[config.mk]
export PLATFORM = sky130hd
export DESIGN_NAME = http_chunked_body_decoder_flat
export DESIGN_NICKNAME = d
export VERILOG_FILES = /design/src/rtl/core/hcbd_pkg.sv /design/src/rtl/core/hcbd_ifs.sv /design/src/rtl/core/http_chunked_body_decoder.sv /design/src/rtl/core/hcbd_front.sv /design/src/rtl/core/hcbd_queue.sv /design/src/rtl/core/hcbd_back.sv /design/src/flat_wrapper.sv
export VERILOG_INCLUDE_DIRS = /design/src /design/src/rtl/core
export SDC_FILE = /design/constraint.sdc
export NUM_CORES = 1
export LEC_CHECK = 0
export ABC_AREA = 1
export BUFFER_PORTS_ARGS = -buffer_cell sky130_fd_sc_hd__clkbuf_2
export CORE_UTILIZATION = 43
export CTS_CLUSTER_DIAMETER = 50
export DETAILED_ROUTE_END_ITERATION = 10
export GPL_ROUTABILITY_DRIVEN = 0
export HOLD_SLACK_MARGIN = 0.12
export PLACE_DENSITY_LB_ADDON = 0.12
export SYNTH_ARGS = -nofsm -noshare
export SYNTH_HDL_FRONTEND = slang
export SYNTH_SLANG_ARGS = --single-unit
[constraint.sdc]
create_clock -name clk -period 3 [get_ports clk]
set_input_delay 0.15 -clock clk [delete_from_list [all_inputs] [get_ports clk]]
set_output_delay 0.15 -clock clk [all_outputs]
set_load 0.05 [all_outputs]
[src/rtl/core/http_chunked_body_decoder_macros.svh]
// Assertion macros for the chunked body decoder.
// Included by the RTL files that carry concurrent checks; needs clk and rst in scope.
`ifndef HTTP_CHUNKED_BODY_DECODER_MACROS_SVH
`define HTTP_CHUNKED_BODY_DECODER_MACROS_SVH
`ifndef SYNTHESIS
// Property must hold at every clock edge outside reset.
`define HCBD_ASSERT(lbl, prop, msg) \
  lbl: assert property (@(posedge clk) disable iff (rst) (prop)) else $error(msg);
// Condition must never be seen outside reset.
`define HCBD_NEVER(lbl, cond, msg) \
  lbl: assert property (@(posedge clk) disable iff (rst) !(cond)) else $error(msg);
`else
`define HCBD_ASSERT(lbl, prop, msg)
`define HCBD_NEVER(lbl, cond, msg)
`endif
`endif

[src/rtl/core/hcbd_pkg.sv]
// Shared types and constants of the chunked body decoder.
// No dependencies; imported by the interfaces and every module.
package hcbd_pkg;

  // Result kinds
  typedef logic [2:0] kind_t;
  localparam kind_t KIND_FRAME    = 3'd0;
  localparam kind_t KIND_PAYLOAD  = 3'd1;
  localparam kind_t KIND_COMPLETE = 3'd2;
  localparam kind_t KIND_ERROR    = 3'd3;
  localparam kind_t KIND_IGNORED  = 3'd4;

  // APB register map
  localparam int APB_ADDR_W = 2;
  localparam int APB_DATA_W = 32;
  localparam logic [APB_ADDR_W-1:0] REG_MAX_LINE_ADDR = 2'd0;
  localparam logic [7:0] MAX_LINE_RESET = 8'd64;

  // One stream byte with its character class worked out
  typedef struct packed {
    logic [7:0] data;
    logic       is_hex;
    logic [3:0] hex_val;
    logic       is_space;
    logic       is_cr;
    logic       is_lf;
  } byte_class_t;

endpackage

[src/rtl/core/hcbd_ifs.sv]
// Valid/ready channel interfaces for the decoder's byte input and result output.
// Depends on hcbd_pkg for the kind type.
interface hcbd_stream_if import hcbd_pkg::*; ();
  logic       valid;
  logic       ready;
  logic [7:0] in_byte;

  modport source (output valid, output in_byte, input ready);
  modport sink (input valid, input in_byte, output ready);
endinterface

interface hcbd_result_if import hcbd_pkg::*; ();
  logic       valid;
  logic       ready;
  kind_t      kind;
  logic [7:0] payload_byte;
  logic       chunk_end;

  modport source (output valid, output kind, output payload_byte, output chunk_end, input ready);
  modport sink (input valid, input kind, input payload_byte, input chunk_end, output ready);
endinterface

[src/rtl/core/http_chunked_body_decoder.sv]
// HTTP chunked body decoder. Takes one body byte per item and returns one
// result per byte (framing, payload, body complete, error or ignored), and
// sustains one byte per clock on both channels while the result sink is ready.
// An accepted byte is registered with its class in the front register, written
// into the queue, then taken through the parser into the result register;
// the per-byte parser step, with its SIZE_BITS-wide count decrement and zero test,
// sets the clock. The queue of QUEUE_DEPTH bytes lets input and output stall
// independently. max_line_length lives at APB byte address 0 and resets to 64;
// write it only while the decoder is idle. After body end or an error every
// byte reads as ignored until reset.
`include "http_chunked_body_decoder_macros.svh"
module http_chunked_body_decoder import hcbd_pkg::*; #(
  parameter int SIZE_BITS   = 64,
  parameter int QUEUE_DEPTH = 4
) (
  input  logic                  clk,
  input  logic                  rst,
  input  logic                  psel,
  input  logic                  penable,
  input  logic                  pwrite,
  input  logic [APB_ADDR_W-1:0] paddr,
  input  logic [APB_DATA_W-1:0] pwdata,
  output logic [APB_DATA_W-1:0] prdata,
  output logic                  pready,
  hcbd_stream_if.sink           stream,
  hcbd_result_if.source         result
);

  logic [7:0]  max_line;
  logic        push_valid;
  byte_class_t push_item;
  logic        push_ready;
  logic        pop_valid;
  byte_class_t pop_item;
  logic        pop_ready;
  logic        cfg_write;

  // APB register access
  assign pready    = 1'b1;
  assign cfg_write = psel && penable && pwrite && pready && (paddr == REG_MAX_LINE_ADDR);
  assign prdata    = (paddr == REG_MAX_LINE_ADDR) ?
                     {{(APB_DATA_W-8){1'b0}}, max_line} : '0;

  always_ff @(posedge clk) begin
    if (rst) begin
      max_line <= MAX_LINE_RESET;
    end else if (cfg_write) begin
      max_line <= pwdata[7:0];
    end
  end

  hcbd_front u_front (
    .clk        (clk),
    .rst        (rst),
    .stream     (stream),
    .push_valid (push_valid),
    .push_item  (push_item),
    .push_ready (push_ready)
  );

  hcbd_queue #(
    .DEPTH (QUEUE_DEPTH)
  ) u_queue (
    .clk        (clk),
    .rst        (rst),
    .push_valid (push_valid),
    .push_item  (push_item),
    .push_ready (push_ready),
    .pop_valid  (pop_valid),
    .pop_item   (pop_item),
    .pop_ready  (pop_ready)
  );

  hcbd_back #(
    .SIZE_BITS (SIZE_BITS)
  ) u_back (
    .clk       (clk),
    .rst       (rst),
    .max_line  (max_line),
    .pop_valid (pop_valid),
    .pop_item  (pop_item),
    .pop_ready (pop_ready),
    .result    (result)
  );

  `HCBD_NEVER(a_payload_zero, result.valid && (result.kind != KIND_PAYLOAD) && ((result.payload_byte != 8'd0) || result.chunk_end), "non-payload result carries data")
  `HCBD_ASSERT(a_cfg_applied, cfg_write |=> (max_line == $past(pwdata[7:0])), "register write lost")
  `HCBD_ASSERT(a_queue_holds, (push_valid && !push_ready) |=> push_valid, "front dropped a byte")

endmodule

[src/rtl/core/hcbd_front.sv]
// Front stage: accepts raw bytes and registers them with their character class.
// Depends on hcbd_pkg and hcbd_stream_if.
module hcbd_front import hcbd_pkg::*; (
  input  logic                clk,
  input  logic                rst,
  hcbd_stream_if.sink         stream,
  output logic                push_valid,
  output byte_class_t         push_item,
  input  logic                push_ready
);

  logic        item_valid;
  byte_class_t item;
  byte_class_t item_next;
  logic        is_digit;
  logic        is_alpha;

  // Classify the incoming byte
  always_comb begin
    is_digit = (stream.in_byte >= 8'h30) && (stream.in_byte <= 8'h39);
    is_alpha = ((stream.in_byte >= 8'h61) && (stream.in_byte <= 8'h66)) ||
               ((stream.in_byte >= 8'h41) && (stream.in_byte <= 8'h46));
    item_next.data     = stream.in_byte;
    item_next.is_hex   = is_digit || is_alpha;
    item_next.hex_val  = is_digit ? stream.in_byte[3:0] : stream.in_byte[3:0] + 4'd9;
    item_next.is_space = (stream.in_byte == 8'h20) ||
                         ((stream.in_byte >= 8'h09) && (stream.in_byte <= 8'h0d));
    item_next.is_cr    = (stream.in_byte == 8'h0d);
    item_next.is_lf    = (stream.in_byte == 8'h0a);
  end

  // Take a new byte whenever the stage is empty or drains this cycle
  assign stream.ready = !item_valid || push_ready;

  always_ff @(posedge clk) begin
    if (rst) begin
      item_valid <= 1'b0;
    end else if (stream.ready) begin
      item_valid <= stream.valid;
    end
  end

  always_ff @(posedge clk) begin
    if (stream.valid && stream.ready) begin
      item <= item_next;
    end
  end

  assign push_valid = item_valid;
  assign push_item  = item;

endmodule

[src/rtl/core/hcbd_queue.sv]
// Short FIFO of classified bytes between the front and back stages.
// Depends on hcbd_pkg; DEPTH must be a power of two, at least 2.
module hcbd_queue import hcbd_pkg::*; #(
  parameter int DEPTH = 4
) (
  input  logic        clk,
  input  logic        rst,
  input  logic        push_valid,
  input  byte_class_t push_item,
  output logic        push_ready,
  output logic        pop_valid,
  output byte_class_t pop_item,
  input  logic        pop_ready
);

  localparam int PTR_W = $clog2(DEPTH);
  localparam int CNT_W = $clog2(DEPTH + 1);

  byte_class_t        slots [DEPTH];
  logic [PTR_W-1:0]   wr_ptr;
  logic [PTR_W-1:0]   rd_ptr;
  logic [CNT_W-1:0]   count;
  logic               push;
  logic               pop;

  assign push_ready = (count != CNT_W'(DEPTH));
  assign pop_valid  = (count != '0);
  assign pop_item   = slots[rd_ptr];
  assign push       = push_valid && push_ready;
  assign pop        = pop_valid && pop_ready;

  // Advance pointers and occupancy
  always_ff @(posedge clk) begin
    if (rst) begin
      wr_ptr <= '0;
      rd_ptr <= '0;
      count  <= '0;
    end else begin
      if (push) wr_ptr <= wr_ptr + 1'b1;
      if (pop) rd_ptr <= rd_ptr + 1'b1;
      if (push && !pop) begin
        count <= count + 1'b1;
      end else if (pop && !push) begin
        count <= count - 1'b1;
      end
    end
  end

  always_ff @(posedge clk) begin
    if (push) begin
      slots[wr_ptr] <= push_item;
    end
  end

endmodule

[src/rtl/core/hcbd_back.sv]
// Back stage: size line parser, payload counter and result register.
// Depends on hcbd_pkg, hcbd_result_if and the assertion macro header.
`include "http_chunked_body_decoder_macros.svh"
module hcbd_back import hcbd_pkg::*; #(
  parameter int SIZE_BITS = 64
) (
  input  logic         clk,
  input  logic         rst,
  input  logic [7:0]   max_line,
  input  logic         pop_valid,
  input  byte_class_t  pop_item,
  output logic         pop_ready,
  hcbd_result_if.source result
);

  localparam logic [2:0] PH_LINE = 3'd0;
  localparam logic [2:0] PH_DATA = 3'd1;
  localparam logic [2:0] PH_SKIP = 3'd2;
  localparam logic [2:0] PH_DONE = 3'd3;
  localparam logic [2:0] PH_ERR  = 3'd4;

  logic [2:0]           phase, phase_next;
  logic [SIZE_BITS-1:0] remaining, remaining_next;
  logic [7:0]           line_count, line_count_next;
  logic                 saw_digit, saw_digit_next;
  logic                 in_ext, in_ext_next;
  logic                 prev_cr, prev_cr_next;
  logic [1:0]           skip_count, skip_count_next;

  logic                 out_valid;
  kind_t                out_kind, kind_next;
  logic [7:0]           out_payload, payload_next;
  logic                 out_last, last_next;

  logic                 pop;
  logic                 pending_cr;
  logic                 err_cr;
  logic [7:0]           lc_cr;
  logic                 ext_cr;
  logic [1:0]           skip_dec;

  assign pop_ready = !out_valid || result.ready;
  assign pop       = pop_valid && pop_ready;

  // Step the decoder by one byte
  always_comb begin
    phase_next      = phase;
    remaining_next  = remaining;
    line_count_next = line_count;
    saw_digit_next  = saw_digit;
    in_ext_next     = in_ext;
    prev_cr_next    = prev_cr;
    skip_count_next = skip_count;
    kind_next       = KIND_IGNORED;
    payload_next    = '0;
    last_next       = 1'b0;

    // A held CR not followed by LF counts as a content byte first
    pending_cr = prev_cr && !pop_item.is_lf;
    err_cr     = pending_cr && (line_count >= max_line);
    lc_cr      = pending_cr ? line_count + 8'd1 : line_count;
    ext_cr     = in_ext || (pending_cr && saw_digit);
    skip_dec   = (skip_count != '0) ? skip_count - 2'd1 : skip_count;

    case (phase)
      PH_LINE: begin
        if (prev_cr && pop_item.is_lf) begin
          if (!saw_digit) begin
            phase_next = PH_ERR;
            kind_next  = KIND_ERROR;
          end else begin
            prev_cr_next = 1'b0;
            if (remaining == '0) begin
              phase_next = PH_DONE;
              kind_next  = KIND_COMPLETE;
            end else begin
              phase_next = PH_DATA;
              kind_next  = KIND_FRAME;
            end
          end
        end else begin
          kind_next       = KIND_FRAME;
          line_count_next = lc_cr;
          in_ext_next     = ext_cr;
          prev_cr_next    = 1'b0;
          if (err_cr) begin
            phase_next = PH_ERR;
            kind_next  = KIND_ERROR;
          end else if (pop_item.is_cr) begin
            prev_cr_next = 1'b1;
          end else if (lc_cr >= max_line) begin
            phase_next = PH_ERR;
            kind_next  = KIND_ERROR;
          end else begin
            line_count_next = lc_cr + 8'd1;
            if (ext_cr || (!saw_digit && pop_item.is_space)) begin
              // skip whitespace or extension text
            end else if (!pop_item.is_hex) begin
              in_ext_next = 1'b1;
            end else if (remaining[SIZE_BITS-1 -: 4] != 4'd0) begin
              phase_next = PH_ERR;
              kind_next  = KIND_ERROR;
            end else begin
              remaining_next = {remaining[SIZE_BITS-5:0], pop_item.hex_val};
              saw_digit_next = 1'b1;
            end
          end
        end
      end
      PH_DATA: begin
        kind_next    = KIND_PAYLOAD;
        payload_next = pop_item.data;
        if (remaining != '0) remaining_next = remaining - 1'b1;
        if (remaining[SIZE_BITS-1:1] == '0) begin
          last_next       = 1'b1;
          phase_next      = PH_SKIP;
          skip_count_next = 2'd2;
        end
      end
      PH_SKIP: begin
        kind_next       = KIND_FRAME;
        skip_count_next = skip_dec;
        if (skip_dec == '0) begin
          phase_next      = PH_LINE;
          remaining_next  = '0;
          line_count_next = '0;
          saw_digit_next  = 1'b0;
          in_ext_next     = 1'b0;
          prev_cr_next    = 1'b0;
        end
      end
      default: begin
        kind_next = KIND_IGNORED;
      end
    endcase
  end

  // Commit state on each consumed byte
  always_ff @(posedge clk) begin
    if (rst) begin
      phase      <= PH_LINE;
      remaining  <= '0;
      line_count <= '0;
      saw_digit  <= 1'b0;
      in_ext     <= 1'b0;
      prev_cr    <= 1'b0;
      skip_count <= '0;
    end else if (pop) begin
      phase      <= phase_next;
      remaining  <= remaining_next;
      line_count <= line_count_next;
      saw_digit  <= saw_digit_next;
      in_ext     <= in_ext_next;
      prev_cr    <= prev_cr_next;
      skip_count <= skip_count_next;
    end
  end

  // Hold the result until the sink takes it
  always_ff @(posedge clk) begin
    if (rst) begin
      out_valid <= 1'b0;
    end else if (pop_ready) begin
      out_valid <= pop_valid;
    end
  end

  always_ff @(posedge clk) begin
    if (pop) begin
      out_kind    <= kind_next;
      out_payload <= payload_next;
      out_last    <= last_next;
    end
  end

  assign result.valid        = out_valid;
  assign result.kind         = out_kind;
  assign result.payload_byte = out_payload;
  assign result.chunk_end    = out_last;

  `HCBD_NEVER(a_data_nonzero, (phase == PH_DATA) && (remaining == '0), "payload phase with no bytes left")
  `HCBD_NEVER(a_skip_nonzero, (phase == PH_SKIP) && (skip_count == '0), "skip phase with zero count")
  `HCBD_ASSERT(a_done_sticky, (phase == PH_DONE) |=> (phase == PH_DONE), "left end of body")
  `HCBD_ASSERT(a_err_sticky, (phase == PH_ERR) |=> (phase == PH_ERR), "left error phase")

endmodule
[src/flat_wrapper.sv]
// flat-port wrapper written by rule: the top's interface ports become plain ports
module http_chunked_body_decoder_flat import hcbd_pkg::*;
#(
  parameter int SIZE_BITS   = 64,
  parameter int QUEUE_DEPTH = 4
)
  (clk, rst, psel, penable, pwrite, paddr, pwdata, prdata, pready, stream_valid, stream_in_byte, stream_ready, result_valid, result_kind, result_payload_byte, result_chunk_end, result_ready);
  hcbd_stream_if stream_i ();
  hcbd_result_if result_i ();
  input  logic clk;
  input  logic rst;
  input  logic psel;
  input  logic penable;
  input  logic pwrite;
  input  logic [APB_ADDR_W-1:0] paddr;
  input  logic [APB_DATA_W-1:0] pwdata;
  output logic [APB_DATA_W-1:0] prdata;
  output logic pready;
  input wire logic [$bits(stream_i.valid)-1:0] stream_valid;
  input wire logic [$bits(stream_i.in_byte)-1:0] stream_in_byte;
  output wire logic [$bits(stream_i.ready)-1:0] stream_ready;
  output wire logic [$bits(result_i.valid)-1:0] result_valid;
  output wire logic [$bits(result_i.kind)-1:0] result_kind;
  output wire logic [$bits(result_i.payload_byte)-1:0] result_payload_byte;
  output wire logic [$bits(result_i.chunk_end)-1:0] result_chunk_end;
  input wire logic [$bits(result_i.ready)-1:0] result_ready;
  assign stream_i.valid = stream_valid;
  assign stream_i.in_byte = stream_in_byte;
  assign stream_ready = stream_i.ready;
  assign result_valid = result_i.valid;
  assign result_kind = result_i.kind;
  assign result_payload_byte = result_i.payload_byte;
  assign result_chunk_end = result_i.chunk_end;
  assign result_i.ready = result_ready;
  http_chunked_body_decoder #(.SIZE_BITS(SIZE_BITS), .QUEUE_DEPTH(QUEUE_DEPTH)) u_core (.clk(clk), .rst(rst), .psel(psel), .penable(penable), .pwrite(pwrite), .paddr(paddr), .pwdata(pwdata), .prdata(prdata), .pready(pready), .stream(stream_i), .result(result_i));
endmodule
Yosys cells after proc, flatten, opt, wreduce, memory -nomap -nowiden
Memories as Yosys holds them, arrays and structs flattened. A register that Yosys moved wholly into a read port is not among the register bits. Cells that the tools add are included.

Flip-flop bits (word level): 125. Latch bits: 0. RAM bits: 64. Memory bits (read-only): 0. Input bits: 49. Output and inout port bits: 47. Logic and storage cells: 184. Memories kept: 1.

Memories: u_core.u_queue.slots (words 4, bits a word 16, read ports 1, clocked after Yosys merged registers in 1, wr ports 1, line hcbd_queue.sv:19) `byte_class_t slots [DEPTH];`.

Add/sub/neg operators: 9. $mul: 0. Divide/modulo/power cells: 0. Magnitude comparators: 10. Eq/ne operators: 21. Shift operators: 0. Multiplexer cells: 72. Bitwise operators: 0. Reductions and logical operators: 49.

Operators with widths (number): 2-to-1 mux 64 bit (9); one-hot mux 64 bit (3 select lines) (1); logical NOT 64 bit (1); nonzero test 64 bit (1); subtractor 64 x 1 -> 64 bit (second input constant) (1); logical NOT 63 bit (1); 2-to-1 mux 8 bit (7); 2-to-1 mux 3 bit (13); 2-to-1 mux 2 bit (13); 2-to-1 mux 1 bit (21); != test 2 bit (second input constant) (10); one-hot mux 3 bit (3 select lines) (2); logical AND 1 bit (17); adder 8 x 1 -> 8 bit (second input constant) (2); equality test 8 x 4 -> 1 bit (second input constant) (2); >= comparator 8 x 7 -> 1 bit (second input constant) (2); >= comparator 8 bit (2); <= comparator 8 x 7 -> 1 bit (second input constant) (2); one-hot mux 8 bit (2 select lines) (1); != test 5 bit (second input constant) (3); AND reduction 11 bit (1); AND reduction 10 bit (1); equality test 8 x 6 -> 1 bit (second input constant) (1); >= comparator 8 x 4 -> 1 bit (second input constant) (1); other kinds (25) (46).

Longest topological paths before layout
Gate-level depths: netlist of the first run.

Depth after elaboration: 11. Gate-level depth with buffers: 24. Gate-level depth less buffers: 23.

By module
A second synthesis of the first run with hierarchy kept.

Cells, all modules: 1688. Area, all modules: 11584.9 um^2.

By module, submodules not included: hcbd_back (times used 1, cells each 1293, area an instance 7260.7 um^2); hcbd_queue (times used 1, cells each 222, area an instance 2847.7 um^2); hcbd_front (times used 1, cells each 74, area an instance 819.5 um^2); http_chunked_body_decoder (times used 1, cells each 99, area an instance 656.9 um^2).

Least setup slack after synthesis of the first run
Ideal clock, no wire load.

Path kind: reg2reg. Start: reg with a tool-made name. End: reg u_core.u_back.remaining[18]. Library setup time: 0.115 ns. Arrival: 2.637 ns. Required time: 2.885 ns. Setup slack: 0.248 ns. Stages on the path, launching flop included: 24. Buffers on the path: 3. Clock period less this slack: 2.752 ns. Path through: dfxtp_1 -> inv_2 -> nand2_1 -> nand3_1 -> nand2_2 -> buf_2 -> nand3_1 -> nand2_1 -> inv_1 -> ha_1 -> nand2_1 -> inv_1 -> nand2_1 -> nand2_1 -> nand2_1 -> nand3_1 -> inv_1 -> nand2_1 -> o21ai_4 -> buf_4 -> buf_6 -> nand3_1 -> nand2_1 -> a21oi_2.

RTL lines: to (signal assigned) (line hcbd_back.sv:150) `remaining <= remaining_next;`; to (decl) (line hcbd_back.sv:23) `logic [SIZE_BITS-1:0] remaining, remaining_next;`.

==> results of run 1 <==
metrics by stage:
step | cells | hold slack [ns]
2_1_floorplan | 1621 | 0.2191
3_3_place_gp | 1973 | 0.3627
3_5_place_dp | 1973 | 0.3682
4_1_cts | 2023 | 0.1210
5_1_grt | 2033 | 0.1399
6_report | 2033 | 0.1443
logic make-up after synthesis:
group / count (synthesis) / synth area share
other: 2 / 0.0006603
adder cells (fa/ha/maj): 30 / 0.03366
flip-flops: 191 / 0.4172
AND/OR/NAND/NOR: 880 / 0.3263
XOR/XNOR: 10 / 0.007700
AO/OA/AOI/OAI: 241 / 0.1193
buffers and inverters: 244 / 0.09527
registers in the layout, indices dropped and copies added, names as in the netlist, 2 cells and up, named ones only:
signal                             cells
u_core.max_line                        8
u_core.u_back.line_count               8
u_core.u_back.phase                    3
u_core.u_back.remaining               64
u_core.u_back.result.kind              3
u_core.u_back.result.payload_byte      8
u_core.u_back.skip_count               2
u_core.u_front.push_item              16
u_core.u_queue.count                   3
u_core.u_queue.rd_ptr                  2
u_core.u_queue.slots                  64
u_core.u_queue.wr_ptr                  2
cells in the final DEF (no fill, tap or decap), types with 3 or more instances in the layout:
cell type      count
nand2_1          374
edfxtp_1          92
a21oi_2           17
nor3_4             3
a21oi_1           63
dlygate4sd3_1     18
dfxtp_1           94
nor3_2             3
nand2_4            4
dfxtp_4            3
conb_1            25
clkbuf_2          46
buf_6              4
nand3_2            6
inv_1            150
inv_2             21
o21ai_0          117
o22ai_1           18
clkbuf_16         22
nand2_2           12
o211ai_1           3
clkinv_8           3
buf_12             4
xor2_1            10
nor2_1           309
nand3b_1          12
buf_4             39
o21ai_1            7
nand3_1           95
inv_12             8
nor3_1            19
nor2_4             4
nor2_2            10
nand4_1           19
ha_1              28
final timing paths:
kind / startpoint / end / slack (ns) / cells after the start
min: rst / u_core.u_back.line_count[0] / 0.14 / 2
max reg2reg: u_core.u_queue.slots[1][0] / u_core.u_back.remaining[20] / 0.13 / 20
max: u_core.u_queue.slots[1][0] / u_core.u_back.remaining[20] / 0.13 / 20
min reg2reg: u_core.u_back.in_ext / u_core.u_back.in_ext / 0.47 / 2
what timing repair did:
item / 4_1_cts / 5_1_grt
endpoints found under the setup margin: 1 / 70
hold buffers: 18 / 0
gates resized for setup: 1 / 48
hold endpoints to repair: 20 / 0
pin swaps: 0 / 13
gates cloned: 0 / 6
setup buffers: 0 / 4
routing by layer:
metal | up-vias | GRT usage | share of wire
met3 | 32 | 0.02938 | 0.041
met2 | 258 | 0.4024 | 0.48
met1 | 4735 | 0.2918 | 0.46
met5 | - | 0 | 0
met4 | 0 | 0.06839 | 0.018
li1 | 5345 | - | -
layout make-up:
| cell class | count | area, um2 |
|---|---|---|
| multi-input combinational | 1187 | 5764 |
| fill | 2568 | 12760 |
| tap | 335 | 419.2 |
| inverter | 171 | 641.9 |
| timing repair buffer | 117 | 980.9 |
| clock buffer | 17 | 425.4 |
| clock inverter | 15 | 230.2 |
| sequential | 191 | 4758 |
worst register-to-register path, cell delays in order, from the launching register on:
cell	delay, ns
edfxtp_1	0.39
nand2_2	0.09
nand3_2	0.11
nand2_4	0.13
buf_6	0.13
nand3_1	0.08
nand2_2	0.09
inv_2	0.05
ha_1	0.28
nand2_1	0.07
a21oi_1	0.07
nor2_2	0.14
nand3_2	0.11
inv_2	0.08
nand2_2	0.06
o21ai_4	0.17
buf_12	0.15
nand2_8	0.13
buf_16	0.21
o21ai_0	0.18
nor2_1	0.05
power by group through the flow:
stage	clock network (mW)	logic, mW	registers, mW
detailed placement	0	9.29	3.75
global placement	0	9.21	3.75
CTS	2.57	9.36	3.70
global route	2.67	11.0	3.80
finish	2.52	9.86	3.73
floorplan	0	6.64	3.95
cells in the mapped netlist (4+ instances only):
library cell,number
nor2_1,311
nand2_1,384
buf_4,27
buf_1,9
nand3b_1,12
nand4_1,19
nor2_2,9
nor3_1,22
ha_1,29
o21ai_1,4
buf_2,8
clkbuf_1,22
inv_1,155
nand3_1,102
o21ai_0,120
o22ai_1,18
buf_6,6
inv_2,16
a21oi_1,63
xor2_1,10
dfxtp_1,99
edfxtp_1,92
nand2_2,4
a21oi_2,17
==> impl_metrics.json, run 1 <==
{
  "path_clk_slew_ns": 0.09,
  "die_x_um": 164.6,
  "via_per_inst": 5.101,
  "timing.final.crit_share": 0.9550,
  "antenna_found_initial": 0,
  "die_h_um": 164.6,
  "finalNetCount": 1764,
  "max_freq_ghz": 0.3490,
  "crit_fanout": 8,
  "worst_slew_pin_slew_ns": 0.8590,
  "grtUsageTotal": 0.2291,
  "peakVddDrop_uv": 671.8,
  "grt_overflow": 0,
  "critPathKind": "flop to flop",
  "outcome": "finished clean",
  "final_max_slew_viol_count": 0,
  "cpMostUsedCell": "nand2_2",
  "cp_slowest_cell": "edfxtp_1",
  "die-area_um2": 27100,
  "finClkSkew_ns": 0.01895,
  "cp_data_required_time_ns": 3.34,
  "synth_seq_area_share": 0.4172,
  "async_flop_share": 0,
  "ys_ff_latch": 191,
  "hp-class": "primary input to flop",
  "synthFlopType": "dfxtp_1",
  "ant_nets": 0,
  "post_synth_instance_area_um2": 11370,
  "fin_area_um2": 13220,
  "maxCapViolCount": 0,
  "grt_pass1_wl_um": 48760,
  "synthDistinctLibCells": 53,
  "crit_family": "simple AND/OR/NAND/NOR gates",
  "slew_headroom": 0.4265,
  "drive_gt1_frac": 0.1319,
  "pwr-share-seq": 0.231,
  "dp_hpwl_um": 20780,
  "cts.sinks": 191,
  "drc_errors": 0,
  "start_kind": "flop",
  "clkLatencyLatePin_ns": 0.45,
  "io_pins": 96,
  "dp_slack_ns": 0.04063,
  "power_density_nw_per_um2": 1219,
  "post_synth_inst_count": 1598,
  "slowest_delay_ns": 0.39,
  "first_global_vias": 9743,
  "crit_buf_inv": 5,
  "synthTopCellsByArea": "edfxtp_1 (24%), dfxtp_1 (17%), nand2_1 (13%), nor2_1 (10%), o21ai_0 (5.3%)",
  "p_sw_mw": 8.525,
  "root_buffer": "clkbuf_16",
  "fin_setup_tns_ns": 0,
  "yosys.area.top_type": "edfxtp_1",
  "route.vias.total": 10370,
  "postPlaceCellArea_um2": 12050,
  "setup_viol": 0,
  "p_clk_frac": 0.156,
  "internal_power_mw": 7.587,
  "power_leakage_nw": 6.019,
  "first_iter_violations": 782,
  "worstPathCellList": "nand2_2 > nand3_2 > nand2_4 > buf_6 > nand3_1 > nand2_2 > inv_2 > ha_1 > nand2_1 > a21oi_1 > nor2_2 > nand3_2 > inv_2 > nand2_2 > o21ai_4 > buf_12 > nand2_8 > buf_16 > o21ai_0 > nor2_1",
  "power.total_mw": 16.11,
  "worst_slack_ns": 0.1350,
  "worstPathArrival_ns": 3.21,
  "synth_edf_count": 92,
  "grt_max_degree": 54,
  "comb_power_share": 0.612,
  "yosysWarnings": 0,
  "core_area_um2": 25980,
  "first_pass_iters": 6,
  "io_buffers": 46,
  "fin_util": 0.5088,
  "drt_wl_total_um": 30480,
  "rows": 59,
  "start_util": 0.4377,
  "fin_crit_ns": 2.865,
  "numCtsBuffers": 17,
  "p_sw_frac": 0.5291,
  "cts_tree": "done",
  "postSynthAreaPerCell_um2": 7.117,
  "hold_viol": 0,
  "cts-htree-levels": 4,
  "num_antenna_cells": 0,
  "cp-end-kind": "flop",
  "wire_per_inst_um": 14.99,
  "synth_top_area_share": 0.2429,
  "clockBufferDepth": 2,
  "syn_to_final_growth_pct": 16.24
}
Note: power is estimated with default switching activity, not from simulation.
==> run 2, diff against run 1 <==
- CORE_ASPECT_RATIO: default -> 1.5
==> run 2 against run 1 <==
Hold slack better by 0.16 ns. Utilization up 0.35 points. Global-route usage up 0.15 points. Die area about the same. Final cell count up 0.54%. Sequential cell count unchanged. Largest cell class unchanged. Critical path depth up 1. Setup slack worse by 0.038 ns.
==> impl_metrics.json, run 2 (same netlist as run 1, synthesis figures left out) <==
{
  "crit_fanout": 15,
  "first_pass_iters": 8,
  "cts-htree-levels": 4,
  "die_x_um": 134.8,
  "path_clk_slew_ns": 0.07,
  "start_kind": "flop",
  "r2r-end": "u_core.u_back.remaining[57]",
  "drt_wl_total_um": 31140,
  "maxCapViolCount": 0,
  "io_pins": 96,
  "io_buffers": 46,
  "drc_errors": 0,
  "numCtsBuffers": 17,
  "finalNetCount": 1777,
  "seqCellArea_um2": 4750,
  "clockBufferDepth": 2,
  "instances_no_fill": 2044,
  "timing.final.crit_share": 0.9676,
  "finClkSkew_ns": 0.01553,
  "dp_slack_ns": 0.009798,
  "dp_hpwl_um": 21800,
  "max_freq_ghz": 0.3445,
  "wire_per_inst_um": 15.24,
  "hp-class": "primary input to flop",
  "ant_nets": 0,
  "fin_area_um2": 13240,
  "fin_util": 0.5122,
  "antenna_found_initial": 0,
  "postPlaceCellArea_um2": 12110,
  "cp-end-kind": "flop",
  "multiInputGateArea_um2": 5789,
  "reg2reg_slack_ns": 0.1,
  "r2r-start": "u_core.u_back.line_count[1]",
  "cts_tree": "done",
  "power_leakage_nw": 6.040,
  "peakVddDrop_uv": 622.2,
  "rows": 72,
  "grt_pass1_wl_um": 48470,
  "fin_setup_tns_ns": 0,
  "core_area_um2": 25850,
  "critPathKind": "flop to flop",
  "layout_common_cells": "nand2_1 (378), nor2_1 (307), inv_1 (151), o21ai_0 (118), nand3_1 (96)",
  "grt_max_degree": 49,
  "hold_viol": 0,
  "whs_ns": 0.3071,
  "hold_depth": 3,
  "holdPathEnd": "u_core.max_line[0]",
  "cts.sinks": 191,
  "grtUsageTotal": 0.2306,
  "worstPathArrival_ns": 3.30,
  "first_global_vias": 9931,
  "slew_headroom": 0.4458,
  "route.vias.total": 10610,
  "num_antenna_cells": 0,
  "setup_viol": 0,
  "grt_overflow": 0,
  "ff2ff_path_depth": 21,
  "syn_to_final_growth_pct": 16.45,
  "start_util": 0.4399,
  "fin_crit_ns": 2.903,
  "power.total_mw": 16.12,
  "power_density_nw_per_um2": 1217,
  "num-fill-cells": 2589,
  "die_h_um": 201.2,
  "cp_data_required_time_ns": 3.40,
  "worst_slew_pin_slew_ns": 0.8301,
  "drive_gt1_frac": 0.1344,
  "final_common_cell": "nand2_1",
  "final_max_slew_viol_count": 0,
  "worstHoldStart": "pwrite",
  "root_buffer": "clkbuf_16",
  "worst_slack_ns": 0.09725,
  "via_per_inst": 5.191,
  "crit_start": "u_core.u_back.line_count[1]",
  "outcome": "finished clean",
  "die-area_um2": 27120,
  "first_iter_violations": 597,
  "clkLatencyLatePin_ns": 0.46,
  "place_inst": 1980
}
-- run 2: worst max-delay path, cell delays in order (launching register included) --
cell	delay, ns
dfxtp_2	0.37
buf_6	0.11
ha_4	0.15
nand3_4	0.10
nor3_4	0.18
nand2_1	0.06
nand2_1	0.07
nand2_2	0.05
ha_1	0.26
nand2_1	0.08
a21oi_1	0.04
nor2_1	0.19
nand3_2	0.13
inv_2	0.08
nand2_2	0.06
o21ai_4	0.17
buf_12	0.17
nand2_8	0.11
clkbuf_16	0.23
nand2_1	0.06
nand2_1	0.05
nor2_1	0.09
-- run 2: timing repair --
action                                  in CTS  in global routing
resized for setup                            0                 43
hold buffers                                20                  0
pin swaps                                    0                 12
endpoints found under the setup margin       1                 69
hold endpoints to repair                    34                  0
gates cloned                                 0                  7
setup buffers                                0                  5
-- run 2: report_power, final --
group	internal [mW]	total (mW)	switching (mW)
Combinational	3.19	10.1	6.93
Clock	1.12	2.28	1.16
Sequential	3.30	3.72	0.427
Total	7.61	16.1	8.51
-- run 2: worst max-delay path by stage --
stage                                             end  slack (ns)  depth (start not counted)
after floorplan           u_core.u_back.remaining[18]        0.25                         23
after global placement    u_core.u_back.remaining[39]        0.03                         20
after detailed placement  u_core.u_back.remaining[31]        0.01                         20
after CTS                  u_core.u_back.remaining[2]     -0.0001                         20
after global routing      u_core.u_back.remaining[47]       -0.03                         21
final                     u_core.u_back.remaining[57]         0.1                         21
-- run 2: final cells by class --
type                            count  area share
Multi-Input combinational cell   1188      0.4371
Tap cell                          333     0.03146
Timing Repair Buffer              129     0.08049
Sequential cell                   191      0.3586
Clock inverter                     14     0.01143
Inverter                          171     0.04846
Clock buffer                       18     0.03240
-- run 2: metal layers --
metal	vias up	GRT usage	wire [um]
li1	5374	-	-
met1	4887	0.2403	12320
met2	257	0.4295	16070
met3	92	0.03023	1045
met4	0	0.1421	1710
met5	-	0	0
